--- config.mk ---
export PLATFORM = sky130hd
export DESIGN_NAME = ansi_text_terminal_writer_flat
export DESIGN_NICKNAME = d
export VERILOG_FILES = /design/src/sv/atw_pkg.sv /design/src/sv/atw_if.sv /design/src/sv/ansi_text_terminal_writer.sv /design/src/sv/atw_parser.sv /design/src/sv/atw_cursor.sv /design/src/flat_wrapper.sv
export SDC_FILE = /design/constraint.sdc
export NUM_CORES = 1
export LEC_CHECK = 0
export BUFFER_PORTS_ARGS = -buffer_cell sky130_fd_sc_hd__buf_2
export CORE_AREA = 2 2 159 83
export CTS_CLUSTER_SIZE = 8
export DETAILED_ROUTE_END_ITERATION = 10
export DIE_AREA = 0 0 161 85
export PLACE_DENSITY = 0.77
export RECOVER_POWER = 50
export SYNTH_ARGS = -nofsm -noshare
export SYNTH_HDL_FRONTEND = slang
export SYNTH_SLANG_ARGS = --single-unit
--- constraint.sdc ---
create_clock -name clk -period 2.7 [get_ports clk]
set_input_delay 0.405 -clock clk [delete_from_list [all_inputs] [get_ports clk]]
set_output_delay 0.405 -clock clk [all_outputs]
set_load 0.02 [all_outputs]
--- src/sv/atw_pkg.sv ---
// atw_pkg: shared types and constants for the ansi text terminal writer
// depends on nothing; imported by the parser, cursor and top-level modules

package atw_pkg;

	// field widths
	localparam int unsigned CHAR_W   = 8;
	localparam int unsigned ATTR_W   = 8;
	localparam int unsigned ADDR_W   = 16;
	localparam int unsigned WIDTH_W  = 8;

	// reset values
	localparam logic [ATTR_W-1:0]  ATTR_DEFAULT     = 8'h07;
	localparam logic [WIDTH_W-1:0] LINE_WIDTH_RESET = 8'd80;

	// per-item event from the parser to the cursor logic
	typedef struct packed {
		logic write;
		logic newline;
	} text_ev_t;

endpackage

--- src/sv/atw_if.sv ---
// atw_if: valid/ready channel interfaces for character input and cell-write results
// depends on atw_pkg for field widths

interface atw_char_if
	import atw_pkg::*;
	();
	logic              valid;
	logic              ready;
	logic [CHAR_W-1:0] char_byte;

	modport source (output valid, output char_byte, input ready);
	modport sink (input valid, input char_byte, output ready);
endinterface

interface atw_result_if
	import atw_pkg::*;
	();
	logic              valid;
	logic              ready;
	logic              write_enable;
	logic [ADDR_W-1:0] write_address;
	logic [CHAR_W-1:0] write_char;
	logic [ATTR_W-1:0] write_attribute;
	logic [ADDR_W-1:0] cursor_position;

	modport source (output valid, output write_enable, output write_address,
		output write_char, output write_attribute, output cursor_position,
		input ready);
	modport sink (input valid, input write_enable, input write_address,
		input write_char, input write_attribute, input cursor_position,
		output ready);
endinterface

--- src/sv/ansi_text_terminal_writer.sv ---
// ansi_text_terminal_writer: top level, parser and cursor logic feeding a result register
// depends on atw_pkg, atw_if, atw_parser and atw_cursor
//
//   channel     dir   handshake      payload
//   char_in     in    valid/ready    char_byte
//   result_out  out   valid/ready    write_enable, write_address, write_char,
//                                    write_attribute, cursor_position
//   cfg         in    cfg_we         cfg_wdata (line_width)
//
// one item per cycle while results are taken; each result appears in the cycle after its item is accepted
// the result register is the only stage, so a new item is taken whenever it is
// empty or being drained in the same cycle
// a stalled result holds char_in.ready low until it is taken
// arst_n clears parser, cursor, line width (80) and result valid; no clearing pass

module ansi_text_terminal_writer
	import atw_pkg::*;
(
	input  logic               clk,
	input  logic               arst_n,
	atw_char_if.sink           char_in,
	atw_result_if.source       result_out,
	input  logic               cfg_we,
	input  logic [WIDTH_W-1:0] cfg_wdata
);

	logic              step;
	text_ev_t          ev;
	logic [ATTR_W-1:0] attribute;
	logic [ADDR_W-1:0] cursor;
	logic [ADDR_W-1:0] cursor_next;

	logic              valid_q;
	logic              we_q;
	logic [ADDR_W-1:0] addr_q;
	logic [CHAR_W-1:0] char_q;
	logic [ATTR_W-1:0] attr_q;
	logic [ADDR_W-1:0] pos_q;

	// accept whenever the result register is free or draining
	assign char_in.ready = !valid_q || result_out.ready;
	assign step          = char_in.valid && char_in.ready;

	atw_parser u_parser (
		.clk       (clk),
		.arst_n    (arst_n),
		.step      (step),
		.char_byte (char_in.char_byte),
		.ev        (ev),
		.attribute (attribute)
	);

	atw_cursor u_cursor (
		.clk         (clk),
		.arst_n      (arst_n),
		.step        (step),
		.ev          (ev),
		.cfg_we      (cfg_we),
		.cfg_wdata   (cfg_wdata),
		.cursor      (cursor),
		.cursor_next (cursor_next)
	);

	// result valid
	always_ff @(posedge clk or negedge arst_n) begin
		if (!arst_n)
			valid_q <= 1'b0;
		else if (char_in.ready)
			valid_q <= char_in.valid;
	end

	// result payload
	always_ff @(posedge clk) begin
		if (step) begin
			we_q   <= ev.write;
			addr_q <= cursor;
			char_q <= ev.write ? char_in.char_byte : '0;
			attr_q <= ev.write ? attribute : '0;
			pos_q  <= cursor_next;
		end
	end

	assign result_out.valid           = valid_q;
	assign result_out.write_enable    = we_q;
	assign result_out.write_address   = addr_q;
	assign result_out.write_char      = char_q;
	assign result_out.write_attribute = attr_q;
	assign result_out.cursor_position = pos_q;

endmodule

--- src/sv/atw_parser.sv ---
// atw_parser: escape / CSI parser that keeps the current and pending attribute
// depends on atw_pkg; classifies each item as a cell write, a newline or neither

module atw_parser
	import atw_pkg::*;
(
	input  logic              clk,
	input  logic              arst_n,
	input  logic              step,
	input  logic [CHAR_W-1:0] char_byte,
	output text_ev_t          ev,
	output logic [ATTR_W-1:0] attribute
);

	typedef enum logic [1:0] {
		MODE_TEXT = 2'd0,
		MODE_ESC  = 2'd1,
		MODE_CSI  = 2'd2
	} mode_t;

	localparam logic [CHAR_W-1:0] CHR_ESC  = 8'h1B;
	localparam logic [CHAR_W-1:0] CHR_LF   = 8'h0A;
	localparam logic [CHAR_W-1:0] CHR_LBRK = 8'h5B;
	localparam logic [CHAR_W-1:0] CHR_SEMI = 8'h3B;
	localparam logic [CHAR_W-1:0] CHR_M    = 8'h6D;
	localparam logic [CHAR_W-1:0] CHR_ZERO = 8'h30;

	localparam logic [ATTR_W-1:0] MASK_BRIGHT = 8'h08;
	localparam logic [ATTR_W-1:0] MASK_DIM    = 8'h77;
	localparam logic [ATTR_W-1:0] MASK_FG     = 8'hF8;
	localparam logic [ATTR_W-1:0] MASK_BG     = 8'h8F;

	mode_t             mode_q, mode_d;
	logic [3:0]        tens_q, tens_d;
	logic [3:0]        units_q, units_d;
	logic [1:0]        count_q, count_d;
	logic [ATTR_W-1:0] attr_q, attr_d;
	logic [ATTR_W-1:0] pend_q, pend_d;
	logic [ATTR_W-1:0] applied;
	logic [3:0]        digit;

	// apply the collected sgr parameter to the pending attribute
	function automatic logic [ATTR_W-1:0] apply_sgr(
		input logic [ATTR_W-1:0] a,
		input logic [3:0]        tens,
		input logic [3:0]        units,
		input logic [1:0]        cnt
	);
		logic [3:0]        hi;
		logic [3:0]        lo;
		logic [ATTR_W-1:0] r;
		hi = (cnt >= 2'd2) ? tens : 4'd0;
		lo = (cnt >= 2'd1) ? units : 4'd0;
		r  = a;
		case (hi)
			4'd0: begin
				if (lo == 4'd0)
					r = ATTR_DEFAULT;
				else if (lo == 4'd1)
					r = a | MASK_BRIGHT;
				else if (lo == 4'd2)
					r = a & MASK_DIM;
			end
			4'd3: r = (a & MASK_FG) | {4'd0, lo};
			4'd4: r = (a & MASK_BG) | {lo, 4'd0};
			default: r = a;
		endcase
		return r;
	endfunction

	assign applied   = apply_sgr(pend_q, tens_q, units_q, count_q);
	assign digit     = 4'(char_byte - CHR_ZERO);
	assign attribute = attr_q;

	// next state and event decode for one item
	always_comb begin
		mode_d     = mode_q;
		tens_d     = tens_q;
		units_d    = units_q;
		count_d    = count_q;
		attr_d     = attr_q;
		pend_d     = pend_q;
		ev.write   = 1'b0;
		ev.newline = 1'b0;
		case (mode_q)
			MODE_ESC: begin
				if (char_byte == CHR_LBRK) begin
					mode_d  = MODE_CSI;
					pend_d  = attr_q;
					tens_d  = 4'd0;
					units_d = 4'd0;
					count_d = 2'd0;
				end else begin
					mode_d = MODE_TEXT;
				end
			end
			MODE_CSI: begin
				case (char_byte) inside
					[8'h40:8'h7E]: begin
						// final byte: only 'm' commits
						if (char_byte == CHR_M) begin
							pend_d = applied;
							attr_d = applied;
						end
						tens_d  = 4'd0;
						units_d = 4'd0;
						count_d = 2'd0;
						mode_d  = MODE_TEXT;
					end
					[8'h30:8'h39]: begin
						if (count_q == 2'd0) begin
							units_d = digit;
							count_d = 2'd1;
						end else if (count_q == 2'd1) begin
							tens_d  = units_q;
							units_d = digit;
							count_d = 2'd2;
						end
					end
					CHR_SEMI: begin
						pend_d  = applied;
						tens_d  = 4'd0;
						units_d = 4'd0;
						count_d = 2'd0;
					end
					default: ;
				endcase
			end
			default: begin
				mode_d = MODE_TEXT;
				if (char_byte == CHR_ESC)
					mode_d = MODE_ESC;
				else if (char_byte == CHR_LF)
					ev.newline = 1'b1;
				else
					ev.write = 1'b1;
			end
		endcase
	end

	// parser state
	always_ff @(posedge clk or negedge arst_n) begin
		if (!arst_n) begin
			mode_q  <= MODE_TEXT;
			tens_q  <= 4'd0;
			units_q <= 4'd0;
			count_q <= 2'd0;
			attr_q  <= ATTR_DEFAULT;
			pend_q  <= ATTR_DEFAULT;
		end else if (step) begin
			mode_q  <= mode_d;
			tens_q  <= tens_d;
			units_q <= units_d;
			count_q <= count_d;
			attr_q  <= attr_d;
			pend_q  <= pend_d;
		end
	end

endmodule

--- src/sv/atw_cursor.sv ---
// atw_cursor: cursor and column tracking plus the line width register
// depends on atw_pkg; driven by the parser's per-item event

module atw_cursor
	import atw_pkg::*;
(
	input  logic               clk,
	input  logic               arst_n,
	input  logic               step,
	input  text_ev_t           ev,
	input  logic               cfg_we,
	input  logic [WIDTH_W-1:0] cfg_wdata,
	output logic [ADDR_W-1:0]  cursor,
	output logic [ADDR_W-1:0]  cursor_next
);

	logic [WIDTH_W-1:0] line_width_q;
	logic [ADDR_W-1:0]  cursor_q;
	logic [WIDTH_W-1:0] column_q, column_d;
	logic [WIDTH_W:0]   column_inc;

	assign column_inc = {1'b0, column_q} + {{WIDTH_W{1'b0}}, 1'b1};
	assign cursor     = cursor_q;

	// advance on a write, line start of next line on a newline
	always_comb begin
		cursor_next = cursor_q;
		column_d    = column_q;
		if (ev.write) begin
			cursor_next = cursor_q + {{(ADDR_W-1){1'b0}}, 1'b1};
			if (column_inc >= {1'b0, line_width_q})
				column_d = '0;
			else
				column_d = column_inc[WIDTH_W-1:0];
		end else if (ev.newline) begin
			cursor_next = cursor_q - {{(ADDR_W-WIDTH_W){1'b0}}, column_q}
				+ {{(ADDR_W-WIDTH_W){1'b0}}, line_width_q};
			column_d    = '0;
		end
	end

	// line width register, to be written only while idle; the block itself does not enforce this
	always_ff @(posedge clk or negedge arst_n) begin
		if (!arst_n)
			line_width_q <= LINE_WIDTH_RESET;
		else if (cfg_we)
			line_width_q <= cfg_wdata;
	end

	// cursor state
	always_ff @(posedge clk or negedge arst_n) begin
		if (!arst_n) begin
			cursor_q <= '0;
			column_q <= '0;
		end else if (step) begin
			cursor_q <= cursor_next;
			column_q <= column_d;
		end
	end

endmodule

--- src/flat_wrapper.sv ---
// flat-port wrapper written by rule: the top's interface ports become plain ports
module ansi_text_terminal_writer_flat import atw_pkg::*;
  (clk, arst_n, cfg_we, cfg_wdata, char_in_valid, char_in_char_byte, char_in_ready, result_out_valid, result_out_write_enable, result_out_write_address, result_out_write_char, result_out_write_attribute, result_out_cursor_position, result_out_ready);
  atw_char_if char_in_i ();
  atw_result_if result_out_i ();
  input  logic clk;
  input  logic arst_n;
  input  logic cfg_we;
  input  logic [WIDTH_W-1:0] cfg_wdata;
  input wire logic [$bits(char_in_i.valid)-1:0] char_in_valid;
  input wire logic [$bits(char_in_i.char_byte)-1:0] char_in_char_byte;
  output wire logic [$bits(char_in_i.ready)-1:0] char_in_ready;
  output wire logic [$bits(result_out_i.valid)-1:0] result_out_valid;
  output wire logic [$bits(result_out_i.write_enable)-1:0] result_out_write_enable;
  output wire logic [$bits(result_out_i.write_address)-1:0] result_out_write_address;
  output wire logic [$bits(result_out_i.write_char)-1:0] result_out_write_char;
  output wire logic [$bits(result_out_i.write_attribute)-1:0] result_out_write_attribute;
  output wire logic [$bits(result_out_i.cursor_position)-1:0] result_out_cursor_position;
  input wire logic [$bits(result_out_i.ready)-1:0] result_out_ready;
  assign char_in_i.valid = char_in_valid;
  assign char_in_i.char_byte = char_in_char_byte;
  assign char_in_ready = char_in_i.ready;
  assign result_out_valid = result_out_i.valid;
  assign result_out_write_enable = result_out_i.write_enable;
  assign result_out_write_address = result_out_i.write_address;
  assign result_out_write_char = result_out_i.write_char;
  assign result_out_write_attribute = result_out_i.write_attribute;
  assign result_out_cursor_position = result_out_i.cursor_position;
  assign result_out_i.ready = result_out_ready;
  ansi_text_terminal_writer u_core (.clk(clk), .arst_n(arst_n), .char_in(char_in_i), .result_out(result_out_i), .cfg_we(cfg_we), .cfg_wdata(cfg_wdata));
endmodule
==> metrics.txt, run 1 <==
Gate Count Post-Synth 659; CP Launch Type flip-flop; failing checks negative setup slack; CTS Hold Buffers Added 0; Max Buffers Root-to-Sink 2; Area Growth Syn to Fin 28.2%; violation count after the first detailed-route iteration 755; CTS sink cnt between 100 and 150; total gr overflow 0; unrepaired setup endpoints after global routing true; EDFF count, synth 49; Num CTS Buffers 9; post-layout util 68.0%; antenna cells 0; CTS tree done; layout cells sized above 1 31.4%; #FFs+latches synth 110; H-tree depth 3; Worst Hold Class in2reg; final hold violations 0; Chip Width approximately 160 um; Period minus WS final 2.99 ns; Worst-path clk slew around 0.09 ns; Worst Setup End Kind flip-flop; final wirelength 20900 um; Final ANT Viol Nets 0; routed len/inst about 21 um; post-detail-place hpwl 14000 um; async set or reset register ratio after synthesis 55.5%; ys flop type dfrtp_1; share of Yosys cell area claimed by the top area cell type between 20 and 25%; Worst Path Required 3.00 ns; pre-CTS WS -0.249 ns; leakage power total 0.00375 uW; Slew @ Worst Pin around 1.4 ns; synthesized area per cell 9.93 sq um; Setup Viol. Count Final 25; fin worst setup slack -0.285 ns; Worst Path Max Fanout 7; Vias/cell 6.32; Ports 72; root buffer cell clkbuf_16; first-pass GRT wire length 31100 um; vias in the first global route 5858; crit share post-route 111%; die height 85 um; Cell Rows 29; sequential area share after synthesis between 40 and 50%; mapped cell area 0.00655 sq mm; fin. max-slew vios 0; count of cell types in the netlist 65; Max Cap Violations 0; drt drc 0; layout net count 870; area leader, netlist edfxtp_1; Worst-Skew Late Latency 0.36 ns; Data arrival, critical path 3.29 ns; die area 0.0137 sq mm; DRT Pass-1 Iters 8; Core Region 0.0123 sq mm; fmax between 300 and 400 MHz; status complete, but fails checks; Hold WS 0.248 ns; Initial Util approximately 53%; pwr/cell area 882 mW/mm^2; Post-Route Skew between 0.01 and 0.015 ns; total track usage 29.2%; GP Congestion 0.969; routed via count 6211; largest net degree at the start of global routing 32; # fillers 897; Slew HR 5.28%; initial antenna violation count 0; top cells by area, synth edfxtp_1 22%, dfrtp_1 20%, ha_1 6.5%; YS warnings 0; IO buf count roughly 70; WS Path Type reg2reg; worst vdd ir approximately 470 uV; Post-Syn Nets 722
-- flip-flops by register name (all words and copies together), names as in the netlist --
name	cells
u_core.u_parser.mode_q	2
u_core.result_out.write_char	8
u_core.u_cursor.column_q	8
u_core.result_out.write_enable	1
u_core.result_out.valid	1
u_core.u_cursor.line_width_q	8
u_core.u_parser.count_q	2
u_core.u_parser.units_q	4
u_core.u_parser.tens_q	4
u_core.u_cursor.cursor	16
u_core.u_parser.attribute	8
u_core.result_out.write_attribute	8
u_core.result_out.cursor_position	16
u_core.u_parser.pend_q	8
u_core.result_out.write_address	16
-- layout make-up --
type / instances / area, sq um / share of cell area [%]
clock buffers: 9 / 225 / 2.68
clock inverters: 7 / 88.8 / 1.06
inverters: 55 / 208 / 2.48
multi-input cells: 468 / 3580 / 42.7
flip-flops and latches: 110 / 3010 / 35.9
well taps: 170 / 213 / 2.54
repair buffers: 163 / 1060 / 12.7
-- power by group --
part	switching [uW]	leakage [uW]	internal, uW
registers	132	0.00122	1980
logic	2130	0.00238	1740
clock network	732	0.000154	681
total	2990	0.00375	4410
-- path summary, 6_finish.rpt --
kind	to	slack, ns	startpoint	cells past startpoint
max	u_core.u_cursor.column_q[2]$_DFFE_PN0P_	-0.29	u_core.u_cursor.column_q[2]$_DFFE_PN0P_	13
min	u_core.u_cursor.line_width_q[1]$_DFFE_PN0P_	0.25	cfg_wdata[1]	3
max reg2reg	u_core.u_cursor.column_q[2]$_DFFE_PN0P_	-0.29	u_core.u_cursor.column_q[2]$_DFFE_PN0P_	13
min reg2reg	u_core.u_parser.pend_q[5]$_DFFE_PN0P_	0.51	u_core.u_parser.pend_q[5]$_DFFE_PN0P_	1
max in group asynchronous	u_core.u_parser.pend_q[4]$_DFFE_PN0P_	0.95	arst_n	2
min in group asynchronous	u_core.u_cursor.cursor[12]$_DFFE_PN0P_	0.36	arst_n	1
-- routing by layer --
layer / vias up / global-route usage (%) / share of wire, %
met5: - / 0 / 0
met4: 0 / 7.87 / 3.6
met3: 110 / 8.55 / 12
met2: 433 / 40.9 / 42
met1: 2983 / 44.2 / 43
li1: 2685 / - / -
-- placed cells by master, fill, tap and decap left out, drive strengths merged, types with 5 or more instances in the layout --
cell type and count:
a211oi 8, a21o 16, a21oi 44, a221o 7, a22oi 9, a31oi 9, and2 19, and3 9
buf 157, clkbuf 15, dfrtp 53, dfstp 8, edfxtp 49, fa 8, ha 34, inv 60
mux2i 14, nand2 63, nand3 11, nand4 8, nor2 42, nor2b 5, nor3 13, nor3b 5
o211ai 5, o21a 6, o21ai 44, xnor2 10, xor2 13
-- cell usage after synthesis (10+ instances only) --
master	instances
a21o_1	16
a21oi_1	44
and2_1	19
clkbuf_1	21
dfrtp_1	53
edfxtp_1	49
ha_1	34
inv_1	54
mux2i_1	14
nand2_1	62
nand3_1	11
nor2_1	41
nor3_1	13
o21ai_0	44
xnor2_1	10
xor2_1	13
-- cell families (layout without fill, tap and decap cells) --
kind of cell	after synthesis	after routing	share of synthesized area (%)
simple gates	197	197	15.2
fa+ha+maj	42	42	8.95
buf+inv	81	234	4.93
compound gates	188	188	19.1
xor+xnor	23	23	3.08
flops	110	110	46.0
mux	18	18	2.83
-- critical path: stages, from the launching register on --
cell	delay (ns)
dfrtp_1	0.42
buf_6	0.13
and3_4	0.22
and3_4	0.23
nand3_4	0.08
xnor2_2	0.15
ha_1	0.33
buf_4	0.15
a22o_1	0.24
a311oi_2	0.32
nand3_1	0.14
buf_6	0.17
nor3b_2	0.21
a21o_1	0.13
-- metrics by stage --
step / instances / total power [uW] / cell area [sq um] / TNS, ns
after global routing: 982 / 7700 / 8390 / -5.50
final: 982 / 7400 / 8390 / -3.77
after floorplan: 659 / 3800 / 6580 / -0.113
after CTS: 974 / 6760 / 8180 / -1.53
after global placement: 952 / 4840 / 7640 / -1.67
after detailed placement: 952 / 4970 / 7640 / -2.56
-- timing repair --
action	in CTS	in global routing
setup buffers	6	8
resized for setup	43	38
gates cloned	0	0
endpoints found under the setup margin	25	30
pin swaps	24	31
Power figures use the tool's default switching activity.
==> run 2: changes to the inputs <==
- CTS_CLUSTER_SIZE: 8 -> 14
- TNS_END_PERCENT: unset -> 20
- clock period: 2.7 -> 2.6 ns (I/O delays scaled with it)
==> run 2 against run 1 <==
  * The run still ends with negative setup slack left
  * Via count is 3.5% lower
  * Total power is 3.9% lower
  * Final cell count is 0.61% higher
  * Utilization is 0.70 points lower
  * Non-clock buffer count is 6 higher
  * Clock power hardly changed
  * Flip-flop and latch count stayed put
  * Routed wire length is 7.4% lower
  * Highest routed layer unchanged
==> metrics.txt, run 2 (synthesis results as in run 1) <==
status complete, but fails checks; failing checks negative setup slack; post-detail-place hpwl 13900 um (-1.1%); CP cell instances inv_2 -> fa_1 -> inv_2 -> ha_4 -> and3_4 -> a221oi_2 -> buf_4 -> o211ai_1 -> a31oi_1 -> buf_4 -> or4b_4 -> nand3_2; Chip Width 161 um (unchanged); drt drc 0 (unchanged); Final ANT Viol Nets 0 (unchanged); vias in the first global route 5670 (-3.2%); Hold WS 0.233 ns (-0.0150 ns); Worst-Skew Late Latency 0.36 ns (about the same); die area 0.0137 sq mm (unchanged); fmax 329 MHz (-1.8%); CTS tree done; Worst Hold Class in2reg; unrepaired setup endpoints after global routing true; leakage power total 0.00364 uW (-2.8%); crit share post-route 117% (+6.4 points); worst vdd ir 499 uV (+6.1%); Design Power 7110 uW (-3.9%); DRT Pass-1 Iters 6 (-2); WS Path Type reg2reg; Slew @ Worst Pin 1.10 ns (-0.320 ns); Worst-path clk slew 0.08 ns (about the same); Worst Setup End Kind flip-flop; H-tree depth 3 (unchanged); fin worst setup slack -0.440 ns (-0.155 ns); Slew HR 26.6% (+21 points); commonest cells after routing, fill and taps aside 68 x buf_4, 62 x nand2_1, 53 x dfrtp_1; CTS sink cnt 110 (unchanged); Hold Startpoint cfg_wdata[3]; Initial Util 53.1% (unchanged); total track usage 28.7% (-0.48 points); Cell Rows 29 (unchanged); Worst Path Required 2.82 ns (-0.18 ns); first-pass GRT wire length 30500 um (-2.1%); final hold violations 0 (unchanged); Vias/cell 6.07 (-4.0%); crit path from u_core.u_cursor.line_width_q[4]$_DFFE_PN1P_; Area Growth Syn to Fin 26.8%; Post-Route Skew 0.0136 ns (+0.00321 ns); total gr overflow 0 (unchanged); Data arrival, critical path 3.27 ns (-0.02 ns); Core Region 0.0123 sq mm (unchanged); commonest non-fill, non-tap cell in the layout buf_4; routed via count 5996 (-3.5%); critical path's slowest cell dfstp_2; CP Launch Type flip-flop; Num CTS Buffers 9 (unchanged); Max Buffers Root-to-Sink 2 (unchanged); largest net degree at the start of global routing 32 (unchanged); IO buf count 71 (unchanged); post-layout util 67.3% (-0.70 points); antenna cells 0 (unchanged); fin. max-slew vios 0 (unchanged); Ports 72 (unchanged); final wirelength 19300 um (-7.4%); initial antenna violation count 0 (unchanged); Setup Viol. Count Final 27 (+8.0%); root buffer cell clkbuf_16; layout net count 876 (+0.69%); RR Startpoint u_core.u_cursor.line_width_q[4]$_DFFE_PN1P_; placed cells 958 (+0.63%); layout cells sized above 1 25.2% (-6.2 points); Max Cap Violations 0 (unchanged); GP Congestion 0.959 (-1.1%); Non-Filler Instances 988 (+0.61%); Period minus WS final 3.04 ns (+0.0554 ns); Worst Path Max Fanout 5 (-2); pre-CTS WS -0.481 ns (-0.232 ns); violation count after the first detailed-route iteration 564 (-25%); routed len/inst 19.6 um (-7.9%); die height 85 um (unchanged); CP max stage delay 0.54 ns (+0.12 ns); pwr/cell area 857 mW/mm^2 (-2.9%)
run 2: cell count changes in the layout (fill, tap and decap cells not counted), sizes merged:
| cell | delta |
|---|---|
| buf | -45 |
| clkbuf | +50 |
| clkinv | +2 |
| dlygate4sd3 | +1 |
| inv | -2 |
run 2: area by class of cell:
type	count	area [sq um]
clock buffer	9	225
clock inverter	7	91.3
fill	948	4040
inverter	55	208
multi-input combinational	468	3510
sequential	110	3010
tap	170	213
timing repair buffer	169	1050
run 2: critical path, delay by kind of cell (launching register included):
family | cells | cell delay (ns)
fa+ha+maj | 2 | 0.77
buf+inv | 4 | 0.40
compound gates | 3 | 0.46
simple gates | 3 | 0.74
flops | 1 | 0.54
run 2: per-stage QoR:
stage	setup TNS (ns)	cell area [sq um]
floorplan	-0.783	6570
global placement	-5.41	7670
detailed placement	-6.20	7670
CTS	-4.06	8220
global route	-8.11	8300
finish	-5.79	8300
run 2: layer usage:
metal	GRT usage (%)	vias up	share of wire [%]
li1	-	2708	-
met1	44.2	2886	46
met2	40.7	355	41
met3	6.99	47	10
met4	7.22	0	1.9
met5	0.699	-	0
run 2: report_power, final:
part           switching, uW  total (uW)  internal (uW)
sequential               111        2170           2060
clock                    742        1440            700
combinational           1860        3500           1640
run 2: what timing repair did:
item	in CTS	in global routing
endpoints found under the hold margin	12	0
resized for setup	47	28
pin swaps	33	25
setup endpoints to repair	26	30
buffers inserted	8	6
hold buffers	1	0
run 2: worst paths after layout:
kind / end / slack, ns / depth (start not counted)
min reg2reg: u_core.u_parser.pend_q[5]$_DFFE_PN0P_ / 0.50 / 1
min: u_core.u_cursor.line_width_q[3]$_DFFE_PN0P_ / 0.23 / 3
max reg2reg: u_core.result_out.cursor_position[14]$_DFFE_PP_ / -0.44 / 12
min in group asynchronous: u_core.u_cursor.cursor[10]$_DFFE_PN0P_ / 0.75 / 2
max: u_core.result_out.cursor_position[14]$_DFFE_PP_ / -0.44 / 12
max in group asynchronous: u_core.u_cursor.cursor[4]$_DFFE_PN0P_ / 0.57 / 3
==> run 3: changes to the inputs <==
- ABC_AREA: unset -> 1
- CORE_AREA: 2 2 159 83 -> 2 2 162 85
- DIE_AREA: 0 0 161 85 -> 0 0 164 87
- PLACE_DENSITY: 0.77 -> 0.76
==> run 3 against run 2 <==
  * The run ends with max-capacitance violations, max-slew violations left
  * Design area is 5.6% lower
  * Via count increased by 0.42%
  * Synthesized cell count up 29%
  * Utilization fell by 7.1 points
  * Area after synthesis up 4.2%
  * Clock power is 6% lower
  * Count of clock-buffer cells in the layout up 1
  * Sequential share of layout area is 2.2 points higher
  * Critical path depth down 2
  * Flip-flop and latch count stayed put
  * Setup slack gained 0.50 ns
  * Total power fell by 0.66%
  * Critical endpoint is now u_core.result_out.cursor_position[8]$_DFFE_PP_
==> metrics.txt, run 3 <==
Gate Count Post-Synth 851 (+29%); H-tree depth 3 (unchanged); failing checks max-capacitance violations, max-slew violations; Worst Path Max Fanout 4 (-1); Period minus WS final 2.54 ns (-0.503 ns); count of cell types in the netlist 42 (-35%); Max Cap Violations 1 (+1); layout cells sized above 1 16.4% (-8.8 points); initial antenna violation count 0 (unchanged); Worst-path clk slew 0.08 ns (about the same); commonest cells after routing, fill and taps aside 250 x nand2_1, 114 x inv_1, 72 x nor2_1, 57 x clkbuf_1, 55 x nand3_1; Chip Width 164 um (+1.9%); Worst Path Required 2.72 ns (-0.10 ns); family with the most delay on the worst path adder cells; Slew HR -8.14% (-35 points); total track usage 25.7% (-3.1 points); synthesized area per cell 8.01 sq um (-19%); most numerous cell in the Yosys netlist nand2_1; #FFs+latches synth 110 (unchanged); Reg2Reg Depth 10 (-2); Worst Hold Class in2reg; Num CTS Buffers 9 (unchanged); post-layout util 60.2% (-7.1 points); Final ANT Viol Nets 0 (unchanged); DRT Pass-1 Iters 6 (unchanged); top cells by area, synth edfxtp_1 22%, dfrtp_1 19%, nand2_1 14%; layout net count 1011 (+15%); violation count after the first detailed-route iteration 711 (+26%); routed via count 6021 (+0.42%); Max Buffers Root-to-Sink 2 (unchanged); placed cells 1111 (+16%); antenna cells 0 (unchanged); Post-Route Skew 0.0131 ns (-0.000526 ns); Worst Setup End Kind flip-flop; Reg power frac 32.4% (+1.9 points); Comb pwr share 48.3% (-0.9 points); drt drc 0 (unchanged); CP Launch Type flip-flop; Initial Util 52.3% (-0.71 points); Post-Syn Nets 914 (+27%); mapped cell area 0.00682 sq mm (+4.2%); leakage power total 0.00371 uW (+1.9%); largest net degree at the start of global routing 62 (+94%); CTS sink cnt 110 (unchanged); Ports 72 (unchanged); final hold violations 0 (unchanged); RR Startpoint u_core.u_cursor.line_width_q[4]$_DFFE_PN1P_; die area 0.0143 sq mm (+4.3%); Vias/cell 5.33 (-12%); hold path endpoint u_core.u_cursor.line_width_q[2]$_DFFE_PN0P_; sequential area share after synthesis 44.1% (-1.8 points); ys flop type dfrtp_1; unrepaired setup endpoints after global routing true; Worst-Skew Late Latency 0.36 ns (about the same); synth cell count leaders 262 x nand2_1, 122 x inv_1, 72 x nor2_1; final wirelength 17800 um (-7.6%); Net Sw Power 3100 uW (+14%); critical path's slowest cell fa_1; share of Yosys cell area claimed by the top area cell type 21.6% (-0.90 points); FF-to-FF End u_core.result_out.cursor_position[8]$_DFFE_PP_; Data arrival, critical path 2.66 ns (-0.61 ns); Core Region 0.0130 sq mm (+5.6%); CP max stage delay 0.54 ns (about the same); Area Growth Syn to Fin 14.9%; area leader, netlist edfxtp_1; internal power 3970 uW (-9.8%); CTS tree done; async set or reset register ratio after synthesis 55.5% (unchanged); WS Path Type reg2reg; total gr overflow 0 (unchanged); IO buf count 71 (unchanged); EDFF count, synth 49 (unchanged); die height 87 um (+2.4%); Sum Neg Setup Slack 0 ns (+5.79 ns); pwr/cell area 901 mW/mm^2 (+5.2%); Sw Share 43.9% (+5.7 points); commonest non-fill, non-tap cell in the layout nand2_1; worst vdd ir 496 uV (-0.73%); post-detail-place hpwl 13000 um (-5.9%); Slew @ Worst Pin 1.62 ns (+0.521 ns); fin. max-slew vios 62 (+62); Design Power 7060 uW (-0.66%); crit share post-route 97.6% (-19 points); CTS Hold Buffers Added 0 (-1); status complete, but fails checks; Setup Viol. Count Final 0 (-100%); Hold Crit Depth 3 (unchanged); clock share of power 19.3% (-1.0 points); routed len/inst 15.8 um (-19%); Hold WS 0.237 ns (+0.00439 ns); YS warnings 0 (unchanged); Hold Startpoint cfg_wdata[2]; fmax 394 MHz (+20%); CP cell instances inv_1 -> fa_1 -> inv_1 -> ha_4 -> nand2_1 -> nor2_1 -> a21oi_2 -> xor2_1 -> nand2_1 -> and3_1; Non-Filler Instances 1129 (+14%); Cell Rows 30 (+3.4%); vias in the first global route 5269 (-7.1%); WP buf/inv 2 (-2); root buffer cell clkbuf_16; first-pass GRT wire length 27900 um (-8.3%); flop2flop setup slack 0.06 ns (+0.50 ns); GP Congestion 0.962 (+0.30%)
[run 3: changes by cell type after synthesis, sizes merged, moves of 9 or more]
cell	change
nor2	+41
and2	-18
clkbuf	-15
inv	+75
nand4	+10
mux2i	-14
a21o	-15
a22oi	-9
a21oi	-17
a31oi	-9
nand3	+53
nand2	+209
[run 3: per-stage QoR]
step	area, sq um	setup WS (ns)
floorplan	6820	0.168
detailed placement	7520	-0.0304
global placement	7520	0.0369
CTS	7830	0.0165
finish	7840	0.0623
global route	7840	-0.0585
[run 3: kinds of logic (layout without fill, tap and decap cells)]
logic type / Yosys count / after routing / share of synthesized area (%)
adder cells (fa/ha/maj): 42 / 42 / 8.59
buffers and inverters: 144 / 246 / 8.44
XOR/XNOR: 13 / 13 / 1.67
AND/OR/NAND/NOR: 455 / 455 / 29.6
AO/OA/AOI/OAI: 87 / 87 / 7.58
flip-flops: 110 / 110 / 44.1
[run 3: power by group through the flow]
stage                     clock [uW]  sequential, uW  combinational [uW]
after global routing            1440            2310                3790
after detailed placement           0            2310                3030
after CTS                       1390            2270                3120
final                           1360            2290                3410
after global placement             0            2300                2970
after floorplan                    0            2450                1990
[run 3: tightest hold or removal path, cell delays in order]
cell     delay, ns
buf_2         0.07
nand2_1       0.04
o21ai_0       0.06
[run 3: worst max path at each step]
stage / from / endpoint / slack, ns / cells after the start
finish: u_core.u_cursor.line_width_q[4]$_DFFE_PN1P_ / u_core.result_out.cursor_position[8]$_DFFE_PP_ / 0.06 / 10
global route: u_core.u_cursor.line_width_q[4]$_DFFE_PN1P_ / u_core.result_out.cursor_position[6]$_DFFE_PP_ / -0.06 / 11
CTS: u_core.u_cursor.cursor[7]$_DFFE_PN0P_ / u_core.result_out.cursor_position[8]$_DFFE_PP_ / 0.02 / 12
detailed placement: u_core.u_cursor.line_width_q[4]$_DFFE_PN1P_ / u_core.result_out.cursor_position[13]$_DFFE_PP_ / -0.03 / 13
global placement: u_core.u_cursor.line_width_q[6]$_DFFE_PN1P_ / u_core.result_out.cursor_position[8]$_DFFE_PP_ / 0.04 / 12
floorplan: u_core.u_cursor.line_width_q[6]$_DFFE_PN1P_ / u_core.result_out.cursor_position[8]$_DFFE_PP_ / 0.17 / 12
[run 3: timing repair]
action | in CTS | in global routing
endpoints found under the setup margin | 4 | 30
pin swaps | 0 | 10
gates resized for setup | 2 | 37
setup buffers | 0 | 2
[run 3: cell type report]
type	instances	area (sq um)
fill	1186	5190
clock inverter	6	53.8
inverter	131	499
sequential	110	3010
clock buffer	10	229
multi-input combinational	597	3360
tap	176	220
timing repair buffer	99	468
[run 3: metal layers]
metal	part of all wire, %	track usage [%]	up-vias
met5	0	0	-
met4	0.82	4.31	0
met3	12	5.71	18
met2	37	32.3	317
met1	51	43.6	2756
li1	-	-	2930
